## src/hdl/hdv_pkg.sv

```systemverilog
// ----------------------------------------------------------------------------
// hdv_pkg
// Shared constants and types for the Hall drift velocity core: register
// indexes, reset values, velocity bounds and the divider beat format.
// ----------------------------------------------------------------------------
package hdv_pkg;

  localparam int NLANE       = 3;
  localparam int FRONT_DEPTH = 15;
  localparam int DIV_STEPS   = 48;

  // configuration register indexes
  localparam logic [2:0] REG_E_MOB  = 3'd0;
  localparam logic [2:0] REG_H_MOB  = 3'd1;
  localparam logic [2:0] REG_E_HALL = 3'd2;
  localparam logic [2:0] REG_H_HALL = 3'd3;
  localparam logic [2:0] REG_THRESH = 3'd4;

  localparam logic [31:0] RST_E_MOB  = 32'd16777216;
  localparam logic [31:0] RST_H_MOB  = 32'd1677722;
  localparam logic [15:0] RST_HALL   = 16'd4096;
  localparam logic [47:0] RST_THRESH = 48'd1;

  // largest positive velocity and magnitude of the most negative one
  localparam logic [47:0] VEL_POS_MAX = 48'h7FFF_FFFF_FFFF;
  localparam logic [47:0] VEL_NEG_MAG = 48'h8000_0000_0000;

  typedef struct packed {
    logic [31:0] emob;
    logic [31:0] hmob;
    logic [15:0] ehall;
    logic [15:0] hhall;
    logic [47:0] thr;
  } cfg_t;

  // one lane of the long division: partial remainder, remaining dividend
  // bits that turn into quotient bits, overflow and result sign
  typedef struct packed {
    logic [63:0] rem;
    logic [47:0] nq;
    logic        ovf;
    logic        vn;
  } div_lane_t;

  typedef struct packed {
    logic [63:0]                d;
    div_lane_t [NLANE-1:0]      lane;
  } div_t;

endpackage

```

## src/hdl/hdv_div_step.sv

```systemverilog
// ----------------------------------------------------------------------------
// hdv_div_step
// One restoring division step for all three lanes: one quotient bit per lane,
// registered.
// ----------------------------------------------------------------------------
module hdv_div_step (
  input  logic          clk,
  input  logic          rst,
  input  logic          in_valid,
  output logic          in_ready,
  input  hdv_pkg::div_t in_data,
  output logic          out_valid,
  input  logic          out_ready,
  output hdv_pkg::div_t out_data
);

  logic               ld;
  hdv_pkg::div_lane_t lane_next [hdv_pkg::NLANE];

  assign ld       = ~out_valid | out_ready;
  assign in_ready = ld;

  for (genvar g = 0; g < hdv_pkg::NLANE; g++) begin : g_lane
    logic [64:0] shl;
    logic [64:0] diff;
    logic        ge;

    assign shl  = {in_data.lane[g].rem, in_data.lane[g].nq[47]};
    assign diff = shl - {1'b0, in_data.d};
    assign ge   = shl >= {1'b0, in_data.d};

    assign lane_next[g].rem = ge ? diff[63:0] : shl[63:0];
    // dividend bits shift out at the top, quotient bits fill in below
    assign lane_next[g].nq  = {in_data.lane[g].nq[46:0], ge};
    assign lane_next[g].ovf = in_data.lane[g].ovf;
    assign lane_next[g].vn  = in_data.lane[g].vn;
  end

  always_ff @(posedge clk) begin
    if (rst) begin
      out_valid <= 1'b0;
    end else if (ld) begin
      out_valid <= in_valid;
    end
  end

  always_ff @(posedge clk) begin
    if (ld) begin
      out_data.d <= in_data.d;
      for (int i = 0; i < hdv_pkg::NLANE; i++) begin
        out_data.lane[i] <= lane_next[i];
      end
    end
  end

endmodule

```

## config.mk

```make
export PLATFORM = sky130hd
export DESIGN_NAME = hdv_div_step
export DESIGN_NICKNAME = d
export VERILOG_FILES = /design/src/hdl/hdv_pkg.sv /design/src/hdl/hdv_div_step.sv
export SDC_FILE = /design/constraint.sdc
export NUM_CORES = 1
export LEC_CHECK = 0
export BUFFER_PORTS_ARGS = -buffer_cell sky130_fd_sc_hd__buf_2
export CAP_MARGIN = 5
export CELL_PAD_IN_SITES_DETAIL_PLACEMENT = 0
export CELL_PAD_IN_SITES_GLOBAL_PLACEMENT = 1
export CORE_AREA = 5 5 313 315
export CTS_CLUSTER_DIAMETER = 120
export CTS_CLUSTER_SIZE = 40
export DETAILED_ROUTE_END_ITERATION = 12
export DIE_AREA = 0 0 318 320
export PLACE_DENSITY_LB_ADDON = 0.08
export SLEW_MARGIN = 20
export SYNTH_ARGS = -nofsm -noshare
export SYNTH_HDL_FRONTEND = slang
export SYNTH_SLANG_ARGS = --single-unit
```

## constraint.sdc

```tcl
create_clock -name clk -period 35.1 [get_ports clk]
set_input_delay 3.51 -clock clk [delete_from_list [all_inputs] [get_ports clk]]
set_output_delay 3.51 -clock clk [all_outputs]
set_load 0.005 [all_outputs]
```

**After elaboration in Yosys (flattened, before gate mapping)**

Index checks and enable logic that the tools add are counted.

- Input bits: 410
- Output and inout port bits: 408
- Register bits: 407

- Mux-type cells: 3
- Add/sub/neg operators: 3
- Bitwise logic cells: 2
- Order comparisons: 3

Operators with widths:

| operator | count |
|---|---|
| greater-or-equal comparator 65 x 64 -> 1 bit | 3 |
| two-way mux 64 bit | 3 |
| subtractor 64 bit | 3 |
| NOT 1 bit | 1 |
| bitwise OR 1 bit | 1 |

**Depth between registers and ports, before layout**

Gate-level depths: netlist (run 1).

- Word-level depth: 2
- Mapped depth: 16
- Depth with buffers taken out: 13

**Worst setup path after synthesis (run 1)**

OpenSTA, ideal clock, no wires.

- Path kind: input to output
- From: input out_ready
- To: output in_ready
- Buffers on the path: 0
- Stages: 1
- Arrival time: 13246 ps
- Slack: 18344 ps
- Cells stage by stage: nand2b_1

- Cells in the longest elaborated chain, start to end: 1

RTL lines:

| element | RTL line | RTL |
|---|---|---|
| start, declared | hdv_div_step.sv:13 | `input logic out_ready,` |
| bitwise OR 1 bit | hdv_div_step.sv:20 | `assign ld = ~out_valid \| out_ready;` |
| end, declared | hdv_div_step.sv:10 | `output logic in_ready,` |

Every way passes these cells.

==> out/metrics.csv, run 1 <==
metric;value;unit
status;finished, final reports clean;
CP Cell Sequence;buf_2, inv_1, ha_1, nand2b_1, a211oi_1, o21ai_0, a311oi_1, a21oi_1, o21ai_1, a21oi_1, o21ba_4, buf_4, inv_1, mux2_2;
Final Cycle Share;23.8;%
Die X;318;um
Num CTS Buffers;22;
GP Congestion;0.895;
number of routed nets with antenna violations;0;
CP Buf/Inv Count;4;
CP required;35.46;ns
share of layout cells above drive strength 1;26.9;%
Clk Latency, worst-skew pair;0.60;ns
Netlist cell types;90;
highest routing layer actually used;met5;
routed len/inst;26.5;um
DRC;0;
post-DP HPWL;105;mm
Post-synth EDFFs;406;
Peak supply drop;0.0000288;V
RSZ-0062 raised after global routing;false;
Post-CTS Setup Inserts;0;
post-synthesis instance total;2621;
Post-synth ARST share;0;%
# clock sinks;407;
Worst setup SP type;primary input;
GRT Residual Overflow;0;
CTS Hold Bufs;0;
Slew @ Worst Pin;0.979;ns
Max Cap Violations;0;
Worst path slowest cell;o21ba_4;
first-pass GRT wire length;172;mm
vias in the first global route;23300;
Crit. End Element;flip-flop;
syn avg cell area;9.94;um^2
clk_skew;0.0434;ns
fin nets;3967;
crit-path max FO;71;
Overall Global Routing Usage;22.8;%
Pwr per Cell Area;44.1;nW/um^2
vias per std cell;5.04;
num ports;818;
fin crit period;8.34;ns
Leak;13.9;nW
Hold Crit Class;reg -> reg;
Final Core Density;34.2;%
number of core rows;113;
Max stage delay on crit path;0.74;ns
Seq cells post-synth;407;
Rel. slew slack;33.0;%
met2 WL;62.8;mm
worst setup path startpoint;in_data[343];
CP delay by family, top;compound AO/OA/AOI/OAI gates;
via count;23500;
Max clock buf depth;3;
H-Tree Depth;1;
clock-pin slew on the worst setup and hold paths;0.14;ns
Synth area leader;edfxtp_1;
r2r startpoint;out_valid;
top-area cell type share of the netlist area;46.8;%
cts repair resizes;0;
min-delay src;out_valid;
Total Routed Length;123;mm
die area;102000;um^2
metal3 WL;7.57;mm
Max Fclk;120;MHz
CORE AREA;94600;um^2
CP Class;in -> reg;
Post-Syn Area;26100;um^2
Synth Flop Type;edfxtp_1;
setup tns final;0;ns
First DRT Iteration DRCs;1734;
final setup violating endpoints;0;
Area Growth Syn to Fin;24.0;%
Initial Util;27.5;%
CTS root buf;clkbuf_16;
number of buffers added on ports;817;
antenna violations before repair;33;
ranking of synthesized cells by area;edfxtp_1, ha_1, a21oi_1;
Pre-Repair DR Iteration Count;8;
Ys Warns;0;
Pins Over Slew Limit;0;
syn nets;3226;
Post-Route M1 WL;50.1;mm
largest net degree at the start of global routing;132;
Final Hold Fails;0;
sequential element share of the synthesized area;46.9;%
TritonCTS clock tree;yes;
CP arrival;8.70;ns
Die Ht;320;um
-- report_power, final --
group	switching (mW)	leakage [nW]	internal (mW)	total, mW
registers	0.0253	4.23	0.615	0.640
logic	0.273	9.22	0.168	0.440
clock network	0.206	0.409	0.138	0.344
-- cells in the mapped netlist, drive strengths merged (18+ instances only) --
cell type  instances
a211oi            18
a21o              91
a21oi            286
a31oi             23
buf               30
clkbuf            83
edfxtp           406
ha               192
inv              117
nand2            305
nand2b            27
nand3             23
nand4             68
nor2             169
nor2b             24
nor3              40
o21ai            260
o21bai            47
xnor2            103
xor2              69
-- per-layer routing --
metal,track usage (%),vias up
met4,4.50,20
met5,0,-
met1,27.9,11300
li1,-,11300
met2,41.7,785
met3,4.74,121
-- per-stage QoR --
stage	std cells	instance area (um^2)	hold WS, ns	total power [mW]	worst slack [ns]
after floorplan	2621	26100	3.58	0.886	18.34
after CTS	4642	32300	1.16	1.45	26.92
after global routing	4645	32300	1.13	1.50	26.48
after detailed placement	4603	31400	1.17	1.09	26.27
final	4652	32300	1.10	1.42	26.76
after global placement	4603	31400	1.15	1.10	26.39
-- sequential cells by signal (all words and copies together) (netlist names) --
register / flops
out_data: 406
out_valid: 1
-- layout make-up --
type / count / area, um^2
Antenna cell: 10 / 25.0
Clock buffer: 25 / 583
Clock inverter: 14 / 312
Fill cell: 9962 / 62300
Inverter: 118 / 444
Multi-Input combinational cell: 1983 / 12900
Sequential cell: 407 / 12200
Tap cell: 1265 / 1580
Timing Repair Buffer: 830 / 4210
-- logic make-up (layout without fill, tap and decap cells) --
group | Yosys count | in the layout | synth area share [%]
xor gates and xnor gates | 172 | 172 | 5.78
and+or+nand+nor | 745 | 745 | 13.4
other | 0 | 10 | 0
AOI/OAI and AO/OA | 860 | 860 | 20.4
buffers and inverters | 231 | 987 | 3.61
adders and majority gates | 195 | 195 | 9.45
DFF | 407 | 407 | 46.9
muxes | 11 | 11 | 0.471
-- tightest hold or removal path, cell delays in order (launching register included) --
cell and delay, ns:
dfxtp_1 0.39, nand2b_4 0.19, buf_12 0.28
-- final timing paths --
path / end / slack, ns / depth (start not counted)
min: out_data[222] / 1.10 / 2
max: out_data[304] / 26.76 / 14
max reg2reg: out_data[98] / 32.09 / 4
min reg2reg: out_data[222] / 1.10 / 2
-- placed cells by master (no fill, tap or decap), types with 14 or more instances in the layout --
master     instances
edfxtp_1         406
nor4_1            16
a211oi_1          18
clkbuf_16         23
ha_1             192
a21oi_1          286
o31ai_1           14
nand4_1           68
nor2_1           168
a31oi_1           22
buf_2            817
a21o_1            91
o21ai_0          244
xnor2_1          103
nand2_1          305
and3_1            16
nor3_1            39
o21bai_1          47
o21ai_1           14
nand2b_1          26
nor2b_1           24
xor2_1            69
inv_1            117
nand3_1           23
Power figures use the tool's default switching activity.
==> run 2, diff against run 1 <==
--- a/config.mk
+++ b/config.mk
@@ -5,15 +5,16 @@
 export SDC_FILE = /design/constraint.sdc
 export NUM_CORES = 1
 export LEC_CHECK = 0
+export ABC_AREA = 1
 export BUFFER_PORTS_ARGS = -buffer_cell sky130_fd_sc_hd__buf_2
 export CAP_MARGIN = 5
 export CELL_PAD_IN_SITES_DETAIL_PLACEMENT = 0
 export CELL_PAD_IN_SITES_GLOBAL_PLACEMENT = 1
-export CORE_AREA = 5 5 313 315
+export CORE_AREA = 5 5 311 313
 export CTS_CLUSTER_DIAMETER = 120
 export CTS_CLUSTER_SIZE = 40
 export DETAILED_ROUTE_END_ITERATION = 12
-export DIE_AREA = 0 0 318 320
+export DIE_AREA = 0 0 316 318
 export PLACE_DENSITY_LB_ADDON = 0.08
 export SLEW_MARGIN = 20
 export SYNTH_ARGS = -nofsm -noshare
==> constraint.sdc (replaced) <==
create_clock -name clk -period 7.8 [get_ports clk]
set_input_delay 0.78 -clock clk [delete_from_list [all_inputs] [get_ports clk]]
set_output_delay 0.78 -clock clk [all_outputs]
set_load 0.005 [all_outputs]
==> run 2 against run 1 <==
Clock skew increased by 0.012 ns. Clock power increased to 4.5 times the previous value. Core utilization increased by 8.0 points. Synthesized cell count increased by 92%. Critical path depth increased by 2. Hold slack got worse by 0.82 ns. First-iteration DRC count increased by 77%. Global-route usage increased by 11 points. Via count increased by 48%. Highest routed layer unchanged.
==> out/metrics.csv, run 2 <==
metric;value;unit;change
Final Hold Fails;0;;unchanged
vias in the first global route;33500;;+44%
fin crit period;4.52;ns;
worst hold path depth;2;;unchanged
Largest Register;out_data;;
Post-synth ARST share;0;%;unchanged
CTS root buf;clkbuf_16;;
cts repair resizes;0;;unchanged
number of buffers added on ports;817;;unchanged
DRC;0;;unchanged
Rel. slew slack;27.5;%;-5.6 points
TritonCTS clock tree;yes;;
# clock sinks;407;;unchanged
clk_skew;0.0551;ns;+0.0117 ns
post-layout power;6.84;mW;+380%
post-synthesis instance total;5034;;+92%
status;finished, final reports clean;;
vias per std cell;4.86;;-3.6%
GP Congestion;1.01;;+13%
Worst setup SP type;primary input;;
worst slack, placed;2.53;ns;-23.73 ns
Synth area leader;edfxtp_1;;
CTS Hold Bufs;0;;unchanged
Die Ht;318;um;-0.63%
Worst R2R Setup Slack;5.23;ns;-26.86 ns
num ports;818;;unchanged
max reg flops;406;;unchanged
Max Cap Violations;0;;unchanged
sequential element share of the synthesized area;36.7;%;-10 points
H-Tree Depth;1;;unchanged
Clk Latency, worst-skew pair;0.65;ns;+0.05 ns
fin nets;6445;;+62%
Post-CTS Setup Inserts;0;;unchanged
CP required;8.32;ns;-27.14 ns
Num CTS Buffers;20;;-9.1%
setup tns final;0;ns;unchanged
Ys Warns;0;;unchanged
post-DP HPWL;154;mm;+46%
clock-pin slew on the worst setup and hold paths;0.15;ns;about the same
Post-Layout Cell Count;7131;;+53%
first-pass GRT wire length;243;mm;+41%
Pre-Repair DR Iteration Count;5;;-3
Total Routed Length;178;mm;+45%
r2r startpoint;out_valid;;
number of routed nets with antenna violations;0;;unchanged
Overall Global Routing Usage;33.8;%;+11 points
largest net degree at the start of global routing;166;;+26%
Peak supply drop;0.000229;V;+700%
Seq cells post-synth;407;;unchanged
final setup violating endpoints;0;;unchanged
CORE AREA;94000;um^2;-0.60%
die area;100000;um^2;-1.3%
CP arrival;5.04;ns;-3.66 ns
Crit. End Element;flip-flop;;
GRT Residual Overflow;0;;unchanged
# placed instances;7083;;+54%
r2r endpoint;out_data[67];;
antenna violations before repair;28;;-15%
Max clock buf depth;3;;unchanged
Max Fclk;221;MHz;
First DRT Iteration DRCs;3062;;+77%
min-delay src;rst;;
Min-Delay Endpoint;out_valid;;
Hold Crit Class;in -> reg;;
Die X;316;um;-0.63%
Post-synth EDFFs;406;;unchanged
Synth Flop Type;edfxtp_1;;
Pins Over Slew Limit;0;;unchanged
number of core rows;113;;unchanged
CP Class;in -> reg;;
crit-path max FO;39;;-45%
top-area cell type share of the netlist area;36.7;%;-10 points
Pwr per Cell Area;173;nW/um^2;+290%
Slew @ Worst Pin;1.09;ns;+0.109 ns
top cells by count, synth;nand2_1, inv_1, edfxtp_1, nand3_1, nor2_1;;
syn nets;5639;;+75%
Post-Syn Area;33200;um^2;+28%
largest registers;out_data x406, out_valid x1;;
Final Cycle Share;57.9;%;
share of layout cells above drive strength 1;16.7;%;-10 points
final setup margin;3.28;ns;-23.48 ns
Initial Util;35.3;%;+7.8 points
syn avg cell area;6.60;um^2;-34%
Leak;22.7;nW;+64%
commonest cells after routing, fill and taps aside;nand2_1, inv_1, buf_2;;
via count;34700;;+48%
Netlist cell types;42;;-53%
ranking of synthesized cells by area;edfxtp_1, nand2_1, inv_1;;
Worst R2R Path Depth;3;;-1
most common cell after layout, fill and taps aside;nand2_1;;
RSZ-0062 raised after global routing;false;;
Area Growth Syn to Fin;19.2;%;
routed len/inst;25.0;um;-5.7%
count leader, synth;nand2_1;;
## run 2: metrics by stage
step	utilization, %	area [um^2]	hold WS, ns
finish	42.1	39600	0.275
global route	42.1	39600	0.260
CTS	42.1	39600	0.239
detailed placement	41.2	38700	0.952
global placement	41.2	38700	0.935
floorplan	-	33200	0.849
## run 2: worst max-delay path by stage
stage,from,end,slack [ns],cells past startpoint
after detailed placement,in_data[391],out_data[106],2.53,16
after floorplan,out_ready,in_ready,1.40,2
after global routing,in_data[379],out_data[106],3.11,12
after global placement,in_data[391],out_data[106],2.47,16
final,in_data[391],out_data[106],3.28,16
after CTS,in_data[391],out_data[106],3.21,16
## run 2: cell type report
type	instances	area [um^2]
fill	10400	54400
multi-input combinational	3494	16600
sequential	407	12200
timing repair buffer	836	4260
inverter	1081	4060
tap	1265	1580
clock buffer	21	526
clock inverter	14	345
antenna	13	32.5
## run 2: where the power goes
part	internal (mW)	switching, mW	total, mW
combinational	0.769	1.66	2.43
sequential	2.74	0.126	2.87
clock	0.629	0.916	1.55
## run 2: critical path: stages
cell     delay [ns]
buf_2          0.09
inv_1          0.18
ha_1           0.59
nand2_1        0.16
nor2_1         0.27
inv_1          0.07
nor2_1         0.46
nand2_1        0.10
nor2_1         0.24
nand3_1        0.19
nand2_1        0.11
nor2_1         0.05
nand2_2        0.67
buf_4          0.54
nand3_1        0.33
nand2_1        0.17
## run 2: logic make-up (layout without fill, tap and decap cells)
| logic type | after synthesis | in the layout | share of synthesized area [%] |
|---|---|---|---|
| AND/OR/NAND/NOR | 3045 | 3045 | 37.6 |
| buffers and inverters | 1133 | 1952 | 13.3 |
| flip-flops | 407 | 407 | 36.7 |
| adder cells (fa/ha/maj) | 195 | 195 | 7.41 |
| AO/OA/AOI/OAI | 161 | 161 | 2.52 |
| XOR/XNOR | 93 | 93 | 2.45 |
| other | 0 | 13 | 0 |
## run 2: metal layers
metal | routed length (um) | global-route usage [%] | share of wire [%] | vias to the layer above
met4 | 9890 | 14.9 | 5.6 | 26
met2 | 86800 | 59.9 | 49 | 1269
met3 | 12500 | 5.92 | 7.0 | 270
met1 | 68700 | 39.9 | 39 | 16100
li1 | - | - | - | 17000
met5 | 165 | 0 | 0.093 | -
